File: config.mk
export PLATFORM = sky130hd
export DESIGN_NAME = can_id_range_dispatch_table
export DESIGN_NICKNAME = d
export VERILOG_FILES = /design/src/cidt_pkg.sv /design/src/cidt_mem.sv /design/src/cidt_match.sv /design/src/can_id_range_dispatch_table.sv
export SDC_FILE = /design/constraint.sdc
export NUM_CORES = 1
export LEC_CHECK = 0
export BUFFER_PORTS_ARGS = -buffer_cell sky130_fd_sc_hd__clkbuf_2
export CELL_PAD_IN_SITES_DETAIL_PLACEMENT = 1
export CELL_PAD_IN_SITES_GLOBAL_PLACEMENT = 1
export CORE_MARGIN = 1.5
export CORE_UTILIZATION = 30
export CTS_CLUSTER_DIAMETER = 80
export CTS_CLUSTER_SIZE = 8
export DETAILED_ROUTE_END_ITERATION = 16
export PLACE_DENSITY = 0.54
export SETUP_SLACK_MARGIN = 0.3
export SLEW_MARGIN = 15
export SYNTH_ARGS = -nofsm -noshare
export SYNTH_HDL_FRONTEND = slang
export SYNTH_SLANG_ARGS = --single-unit
File: constraint.sdc
create_clock -name clk_i -period 7.5 [get_ports clk_i]
set_input_delay 0.75 -clock clk_i [delete_from_list [all_inputs] [get_ports clk_i]]
set_output_delay 0.75 -clock clk_i [all_outputs]
set_load 0.02 [all_outputs]
File: src/cidt_pkg.sv
// Types and codes shared by the CAN ID range dispatch table.
package cidt_pkg;

  localparam logic OP_LOOKUP = 1'b0;
  localparam logic OP_INSERT = 1'b1;

  typedef enum logic [2:0] {
    STS_HIT      = 3'd0,
    STS_MISS     = 3'd1,
    STS_INSERTED = 3'd2,
    STS_OVERLAP  = 3'd3,
    STS_FULL     = 3'd4,
    STS_INVERTED = 3'd5
  } cidt_status_e;

  typedef struct packed {
    logic        opcode;
    logic [2:0]  bus_index;
    logic [10:0] frame_id;
    logic [10:0] range_low;
    logic [10:0] range_high;
    logic [7:0]  handle_in;
  } cidt_req_t;

  typedef struct packed {
    cidt_status_e status;
    logic [7:0]   handle_out;
    logic [5:0]   used_count;
  } cidt_rsp_t;

  typedef struct packed {
    logic [2:0]  bus;
    logic [10:0] low;
    logic [10:0] high;
    logic [7:0]  handle;
  } cidt_entry_t;

endpackage

File: src/cidt_mem.sv
// Entry store: one write port, one registered read port.
module cidt_mem
  import cidt_pkg::*;
#(
  parameter int Depth = 32,
  parameter int AddrW = 5
) (
  input  logic              clk_i,
  input  logic              we_i,
  input  logic [AddrW-1:0]  waddr_i,
  input  cidt_entry_t       wdata_i,
  input  logic              re_i,
  input  logic [AddrW-1:0]  raddr_i,
  output cidt_entry_t       rdata_o
);

  cidt_entry_t mem_q [Depth];

  always_ff @(posedge clk_i) begin
    if (we_i) begin
      mem_q[waddr_i] <= wdata_i;
    end
  end

  always_ff @(posedge clk_i) begin
    if (re_i) begin
      rdata_o <= mem_q[raddr_i];
    end
  end

endmodule

File: src/cidt_match.sv
// Range compare of one stored entry against the request window.
module cidt_match
  import cidt_pkg::*;
(
  input  cidt_entry_t  entry_i,
  input  logic [2:0]   bus_i,
  input  logic [10:0]  win_lo_i,
  input  logic [10:0]  win_hi_i,
  output logic         match_o
);

  // a lookup uses a one-ID window, so hit and overlap share this test
  assign match_o = (entry_i.bus == bus_i) &&
                   (entry_i.low <= win_hi_i) &&
                   (entry_i.high >= win_lo_i);

endmodule

File: src/can_id_range_dispatch_table.sv
// A request steps from S_IDLE through S_SCAN to S_FIN; done_o is registered from S_FIN.
// An inverted insert skips S_SCAN. A new request is taken only back in S_IDLE (busy low).
// S_SCAN reads the held ranges through the single memory read port, one entry per cycle,
// and with an empty table it goes on to S_FIN without a read.
// Reset clears the fill count, so the table is empty at once; no clearing pass.
// done_o marks rsp_o for exactly one cycle; rsp_o keeps its value until the next result.
module can_id_range_dispatch_table
  import cidt_pkg::*;
#(
  parameter int TABLE_ENTRIES = 32
) (
  input  logic       clk_i,
  input  logic       rst_ni,
  input  logic       start,
  output logic       busy,
  input  cidt_req_t  req_i,
  output logic       done_o,
  output cidt_rsp_t  rsp_o
);

  localparam int AW = (TABLE_ENTRIES > 1) ? $clog2(TABLE_ENTRIES) : 1;
  localparam int CW = $clog2(TABLE_ENTRIES + 1);
  localparam logic [CW-1:0] FULL_CNT = CW'(TABLE_ENTRIES);

  localparam logic [1:0] S_IDLE = 2'd0;
  localparam logic [1:0] S_SCAN = 2'd1;
  localparam logic [1:0] S_FIN  = 2'd2;

  logic [1:0]    state_q, state_d;
  logic [CW-1:0] cnt_q, cnt_d;
  logic [CW-1:0] idx_q, idx_d;
  logic          pend_q, pend_d;
  logic          found_q, found_d;
  logic [7:0]    hnd_q, hnd_d;
  cidt_req_t     req_q, req_d;
  logic          done_q, done_d;
  cidt_rsp_t     rsp_q, rsp_d;

  logic          rd_en;
  logic          wr_en;
  cidt_entry_t   rd_data;
  cidt_entry_t   wr_data;
  logic          hit;
  logic [10:0]   win_lo;
  logic [10:0]   win_hi;
  logic          inverted;
  logic [CW-1:0] cnt_after;
  logic [5:0]    used;

  assign win_lo   = (req_q.opcode == OP_LOOKUP) ? req_q.frame_id : req_q.range_low;
  assign win_hi   = (req_q.opcode == OP_LOOKUP) ? req_q.frame_id : req_q.range_high;
  assign inverted = req_q.range_low > req_q.range_high;

  assign wr_data.bus    = req_q.bus_index;
  assign wr_data.low    = req_q.range_low;
  assign wr_data.high   = req_q.range_high;
  assign wr_data.handle = req_q.handle_in;

  cidt_mem #(
    .Depth (TABLE_ENTRIES),
    .AddrW (AW)
  ) u_mem (
    .clk_i   (clk_i),
    .we_i    (wr_en),
    .waddr_i (cnt_q[AW-1:0]),
    .wdata_i (wr_data),
    .re_i    (rd_en),
    .raddr_i (idx_q[AW-1:0]),
    .rdata_o (rd_data)
  );

  cidt_match u_match (
    .entry_i  (rd_data),
    .bus_i    (req_q.bus_index),
    .win_lo_i (win_lo),
    .win_hi_i (win_hi),
    .match_o  (hit)
  );

  always_comb begin
    state_d   = state_q;
    cnt_d     = cnt_q;
    idx_d     = idx_q;
    pend_d    = 1'b0;
    found_d   = found_q;
    hnd_d     = hnd_q;
    req_d     = req_q;
    done_d    = 1'b0;
    rsp_d     = rsp_q;
    rd_en     = 1'b0;
    wr_en     = 1'b0;
    cnt_after = cnt_q;
    used      = '0;
    case (state_q)
      S_IDLE: begin
        if (start) begin
          req_d   = req_i;
          idx_d   = '0;
          found_d = 1'b0;
          hnd_d   = '0;
          state_d = (req_i.opcode == OP_INSERT && req_i.range_low > req_i.range_high)
                    ? S_FIN : S_SCAN;
        end
      end
      S_SCAN: begin
        if (idx_q < cnt_q) begin
          rd_en  = 1'b1;
          pend_d = 1'b1;
          idx_d  = idx_q + 1'b1;
        end
        if (pend_q && hit && !found_q) begin
          found_d = 1'b1;
          hnd_d   = rd_data.handle;
        end
        if (!(idx_q < cnt_q) && !pend_q) begin
          state_d = S_FIN;
        end
      end
      S_FIN: begin
        if (req_q.opcode == OP_LOOKUP) begin
          rsp_d.status     = found_q ? STS_HIT : STS_MISS;
          rsp_d.handle_out = found_q ? hnd_q : 8'd0;
        end else begin
          rsp_d.handle_out = 8'd0;
          if (inverted) begin
            rsp_d.status = STS_INVERTED;
          end else if (found_q) begin
            rsp_d.status = STS_OVERLAP;
          end else if (cnt_q == FULL_CNT) begin
            rsp_d.status = STS_FULL;
          end else begin
            rsp_d.status = STS_INSERTED;
            wr_en        = 1'b1;
            cnt_after    = cnt_q + 1'b1;
          end
        end
        used             = (32'(cnt_after) > 32'd63) ? 6'd63 : 6'(cnt_after);
        rsp_d.used_count = used;
        cnt_d            = cnt_after;
        done_d           = 1'b1;
        state_d          = S_IDLE;
      end
      default: begin
        state_d = S_IDLE;
      end
    endcase
  end

  always_ff @(posedge clk_i or negedge rst_ni) begin
    if (!rst_ni) begin
      state_q <= S_IDLE;
      cnt_q   <= '0;
      idx_q   <= '0;
      pend_q  <= 1'b0;
      found_q <= 1'b0;
      done_q  <= 1'b0;
    end else begin
      state_q <= state_d;
      cnt_q   <= cnt_d;
      idx_q   <= idx_d;
      pend_q  <= pend_d;
      found_q <= found_d;
      done_q  <= done_d;
    end
  end

  always_ff @(posedge clk_i) begin
    hnd_q <= hnd_d;
    req_q <= req_d;
    rsp_q <= rsp_d;
  end

  assign busy   = (state_q != S_IDLE);
  assign done_o = done_q;
  assign rsp_o  = rsp_q;

`ifndef SYNTH
  a_cnt_bound: assert property (@(posedge clk_i) disable iff (!rst_ni)
    cnt_q <= FULL_CNT)
    else $error("fill count exceeds table size");

  a_done_after_busy: assert property (@(posedge clk_i) disable iff (!rst_ni)
    done_o |-> $past(state_q == S_FIN))
    else $error("result without a finishing cycle");

  a_accept_busy: assert property (@(posedge clk_i) disable iff (!rst_ni)
    (start && !busy) |=> busy)
    else $error("accepted request did not raise busy");

  a_insert_counts: assert property (@(posedge clk_i) disable iff (!rst_ni)
    (done_o && rsp_o.status == STS_INSERTED) |-> (cnt_q == $past(cnt_q) + 1'b1))
    else $error("insert did not advance fill count");

  a_read_in_range: assert property (@(posedge clk_i) disable iff (!rst_ni)
    rd_en |-> (idx_q < cnt_q))
    else $error("read beyond filled entries");
`endif

endmodule
After elaboration in Yosys (flattened, before gate mapping)
Memory sizes are Yosys's and may differ from the RTL's. A register that Yosys moved wholly into a read port is not among the register bits. Index checks and enable logic that the tools add are counted.

Add/subtract/negate cells: 2. Multipliers: 0. Div/mod/pow operators: 0. Magnitude comparators: 5. Eq/ne operators: 8. Shifts and indexed selects: 0. Muxes and demuxes: 35. Bitwise operators: 1. Reductions and logical operators: 17.

Operators by type and width (count): 2-to-1 mux 6 bit (6); 2-to-1 mux 11 bit (3); 2-to-1 mux 8 bit (3); greater-than comparator 11 bit (2); one-hot mux 8 bit (2 select lines) (1); 2-to-1 mux 1 bit (13); adder 6 x 1 -> 6 bit, second input constant (2); one-hot mux 6 bit (2 select lines) (1); greater-or-equal comparator 11 bit (1); less-or-equal comparator 11 bit (1); 2-to-1 mux 3 bit (3); inequality test 2 bit, second input constant (4); == test 6 bit, second input constant (1); logical AND 1 bit (6); < comparator 6 bit (1); 2-to-1 mux 2 bit (3); AND reduction 3 bit (2); one-hot mux 2 bit (2 select lines) (1); AND reduction 2 bit (2); nonzero test 2 bit (2); == test 3 bit (1); zero test 1 bit (3); == test 2 x 1 -> 1 bit, second input constant (1); == test 2 bit, second input constant (1); 4 further kinds (4).

Flip-flop bits (word level): 87. Bits in latches: 0. Bits in writable memories: 1056. Memory bits (read-only): 0. Input bits: 48. Output and inout port bits: 19. Memories: 1.

Memories: u_mem.mem_q (words 32, width 33, rd ports 1, clocked after Yosys merged registers in 1, write ports 1, RTL line cidt_mem.sv:17) `cidt_entry_t mem_q [Depth];`.

Logic depth before layout (Yosys ltp)
Word-level depth: 8. Mapped depth: 12. Gate-level depth less buffers: 9.

Hierarchy
A second synthesis with hierarchy kept.

Cells, all modules: 2755. Area, all modules: 46853.7 sq um.

Modules (own cells, without submodules): cidt_mem (instances 1, cells each 2332, area each 42144.2 sq um); can_id_range_dispatch_table (instances 1, cells each 340, area each 4100.2 sq um); cidt_match (instances 1, cells each 83, area each 609.3 sq um).

Least setup slack after synthesis
Ideal clock, no wire load.

Path kind: register to register. Start point: register req_q[12] (netlist name). End point: memory u_mem.mem_q[26][0] (netlist name), enable pin. Library setup time: 464 ps. Arrival: 4627 ps. Setup slack: 2408 ps. Stages on the path, launching flop included: 10. Period minus slack after synthesis: 5092 ps. Cell sequence: edfxtp_1 -> inv_1 -> ha_1 -> a211o_1 -> a21oi_1 -> a211oi_1 -> nor2_1 -> buf_2 -> nand4_1 -> nor3_1.

Cells in the longest elaborated chain, start to end: 6.

Ends and longest elaborated chain: from (decl) (RTL line can_id_range_dispatch_table.sv:35) `cidt_req_t req_q, req_d;`; from (signal assigned) (RTL line can_id_range_dispatch_table.sv:169) `req_q <= req_d;`; greater-than comparator 11 bit (RTL line can_id_range_dispatch_table.sv:52) `assign inverted = req_q.range_low > req_q.range_high;`; 2-to-1 mux 1 bit (RTL line can_id_range_dispatch_table.sv:125) `if (inverted) begin`; 2-to-1 mux 1 bit (RTL line can_id_range_dispatch_table.sv:120) `if (req_q.opcode == OP_LOOKUP) begin`; 2-to-1 mux 1 bit (RTL line can_id_range_dispatch_table.sv:94) `case (state_q)`; 2-to-1 mux 1 bit (RTL line cidt_mem.sv:20) `if (we_i) begin`; 2-to-1 mux 1 bit (implied by the code) (RTL line cidt_mem.sv:21) `mem_q[waddr_i] <= wdata_i;`; to (decl) (RTL line cidt_mem.sv:17).

No other way between the ends.

Worst setup path after layout
Start point: register req_q[14] (netlist name). End point: memory u_mem.mem_q[7][7] (netlist name), enable pin.

Same word-level chain as after synthesis.

==> metrics.txt <==
outcome=completed; crit path launch type=flop; Peak supply drop=0.000221 V; Post-synth EDFFs=1159; Hold Path Class=in -> reg; Hold EP=req_q[31]$_DFFE_PP_; wire length on met1=54.8 mm; CP Data Required Time=7.94 ns; CTS-repair resized insts=0; met2 routed WL=59.2 mm; Mapped Area=45600 µm²; most instantiated library cell after synthesis=edfxtp_1; DRT iter0 DRCs=2172; Place WS=2.19 ns; fin. max-slew vios=0; Synth top cells by count=edfxtp_1, mux4_2, ha_1, clkbuf_1, mux2_2; hold_buf cts=1; Avg Inst Size Synth=23.3 µm²; min-delay src=req_i[31]; Buffers on Ports=66; # setup viols final=0; Die Y=393 µm; Max Fclk=195 MHz; DR vias=21400; fin crit share=68.3%; Vias per Instance=5.04; crit path DAT=5.57 ns; Final min period=5.13 ns; overall power=17.5 mW; Area Overhead vs Synth=17.2%; CTS tree=yes; top layer in use=met4; max cap viols=0; syn nets=2059; CTS root buf=clkbuf_16; clk sink count=1176; WHS Path Cells=1; Tot GR Track Use=16.4%; vias in the first global route=22700; synth top area cells=edfxtp_1, mux4_2, ha_1, dfrtp_1, mux2_2; Rel. slew slack=15.2%; RR Endpoint=u_mem.mem_q[7][7]$_DFFE_PP_; Worst Skew=0.0257 ns; core area=150000 µm²; post-route setup TNS=0 ns; WL per Instance=29.4 µm; clock slew at reported path FFs=0.05 ns; dominant synthesized flop cell=edfxtp_1; router iterations before antenna repair=5; gr ovfl total=0; post-CTS setup buffer count=0; Synth area leader=edfxtp_1; antenna diode count=0; clk_lat worst skew=0.77 ns; Starting Density=30.3%; register area share after synthesis=77.2%; FFs w/ async S/R, synth=1.45%; CTS Buffer Depth=3; Routed Antenna Nets=0; post-synthesis cell count=1957; layout cells sized above 1=33.4%; Setup crit end kind=flop; RSZ-0062 raised after global routing=false; # nets final=2289; # DRC=0; IO Pins=67; Yosys reg bits=1176; Max FO, Critical Path=34; first-pass GRT wire length=177 mm; Worst Slack Setup Final=2.37 ns; Power per Cell Area=328 nW/µm²; full die area=154000 µm²; Distinct cells, synth=44; routed wl met3=7.37 mm; reg2reg setup slack=2.37 ns; TritonCTS buffer count=165; Routability Congestion=0.822; Worst-Margin Slew=1.27 ns; crit path kind=reg -> reg; initial antenna violation count=8; Routed WL=125 mm; # H-tree levels=4; area share of the leading cell type in the synthesized netlist=76.3%; R2R cell count=10; Final Hold Viols=0; DIE WIDTH=393 µm; DP Wirelength=76.4 mm; r2r startpoint=req_q[14]$_DFFE_PP_; worst hold slack=0.164 ns; leakage power=16.5 nW; row count=142; largest net degree at the start of global routing=142; Synth warnings=0
## logic make-up after synthesis
family / Yosys count / share of synthesized area [%]
AO/OA/AOI/OAI: 71 / 0.938
buffers and inverters: 126 / 1.30
XOR/XNOR: 12 / 0.230
multiplexers: 367 / 17.2
adder cells (fa/ha/maj): 54 / 1.48
flip-flops: 1176 / 77.2
AND/OR/NAND/NOR: 151 / 1.66
## worst max-delay path by stage
stage | from | end | slack, ns
2_1_floorplan | req_q[12]$_DFFE_PP_ | u_mem.mem_q[26][0]$_DFFE_PP_ | 2.41
6_report | req_q[14]$_DFFE_PP_ | u_mem.mem_q[7][7]$_DFFE_PP_ | 2.37
5_1_grt | req_q[14]$_DFFE_PP_ | u_mem.mem_q[5][4]$_DFFE_PP_ | 2.02
4_1_cts | req_q[21]$_DFFE_PP_ | u_mem.mem_q[5][4]$_DFFE_PP_ | 2.14
3_5_place_dp | req_q[21]$_DFFE_PP_ | u_mem.mem_q[6][2]$_DFFE_PP_ | 2.19
3_3_place_gp | req_q[21]$_DFFE_PP_ | u_mem.mem_q[6][4]$_DFFE_PP_ | 2.38
## flip-flops by register name, indices dropped and copies added, names as in the netlist
| register | count |
|---|---|
| req_q | 45 |
| u_mem.rdata_o | 33 |
| idx_q | 6 |
| u_mem.mem_q | 1056 |
| found_q | 1 |
| done_o | 1 |
| hnd_q | 8 |
| rsp_o | 17 |
| cnt_q | 6 |
| state_q | 2 |
| pend_q | 1 |
## worst max-delay path, stage by stage (launching register included)
cell and delay, ns:
edfxtp_1 0.33, buf_4 0.37, inv_1 0.09, ha_1 0.33
nand4_1 0.18, nor3_1 0.28, o21ai_0 0.20, nor2_1 0.60
nand4_1 0.84, nor2_4 1.18, buf_4 0.37
## through the flow
step	utilization, %	std cells	area [µm²]
4_1_cts	35.5	4232	53500
3_3_place_gp	32.5	4030	48900
5_1_grt	35.5	4233	53500
3_5_place_dp	32.6	4034	49000
6_report	35.5	4233	53500
2_1_floorplan	-	1957	45600
## power by group
| group | internal [mW] | switching [mW] | leakage [nW] |
|---|---|---|---|
| sequential | 7.76 | 0.172 | 10.7 |
| combinational | 1.22 | 1.80 | 3.69 |
| clock | 3.91 | 2.67 | 2.16 |
## layout by cell type, fill, tap and decap left out, drive strengths merged, types with 4 or more instances in the layout
master / instances
o21bai: 4
ha: 54
nor2: 36
nand3: 24
buf: 85
nor3: 9
mux2: 37
a21oi: 36
nand4: 11
xnor2: 11
and2: 16
nand2: 25
clkbuf: 245
dfrtp: 17
clkinv: 12
mux4: 330
a21o: 9
nor2b: 18
a31oi: 4
edfxtp: 1159
o21ai: 6
inv: 43
## final cells by class
type,count,area (µm²)
fillers,14500,97000
flip-flops and latches,1176,35200
multi-input cells,655,10100
clock buffers,179,4180
well taps,2016,2520
repair buffers,152,1090
clock inverters,18,246
inverters,37,139
## metal layers
metal  up-vias  track usage (%)
met5         -                0
met4         0             5.30
met3       160             3.48
met2       671             25.8
met1     11800             22.7
li1       8724                -
(Power assumes the default switching activity.)
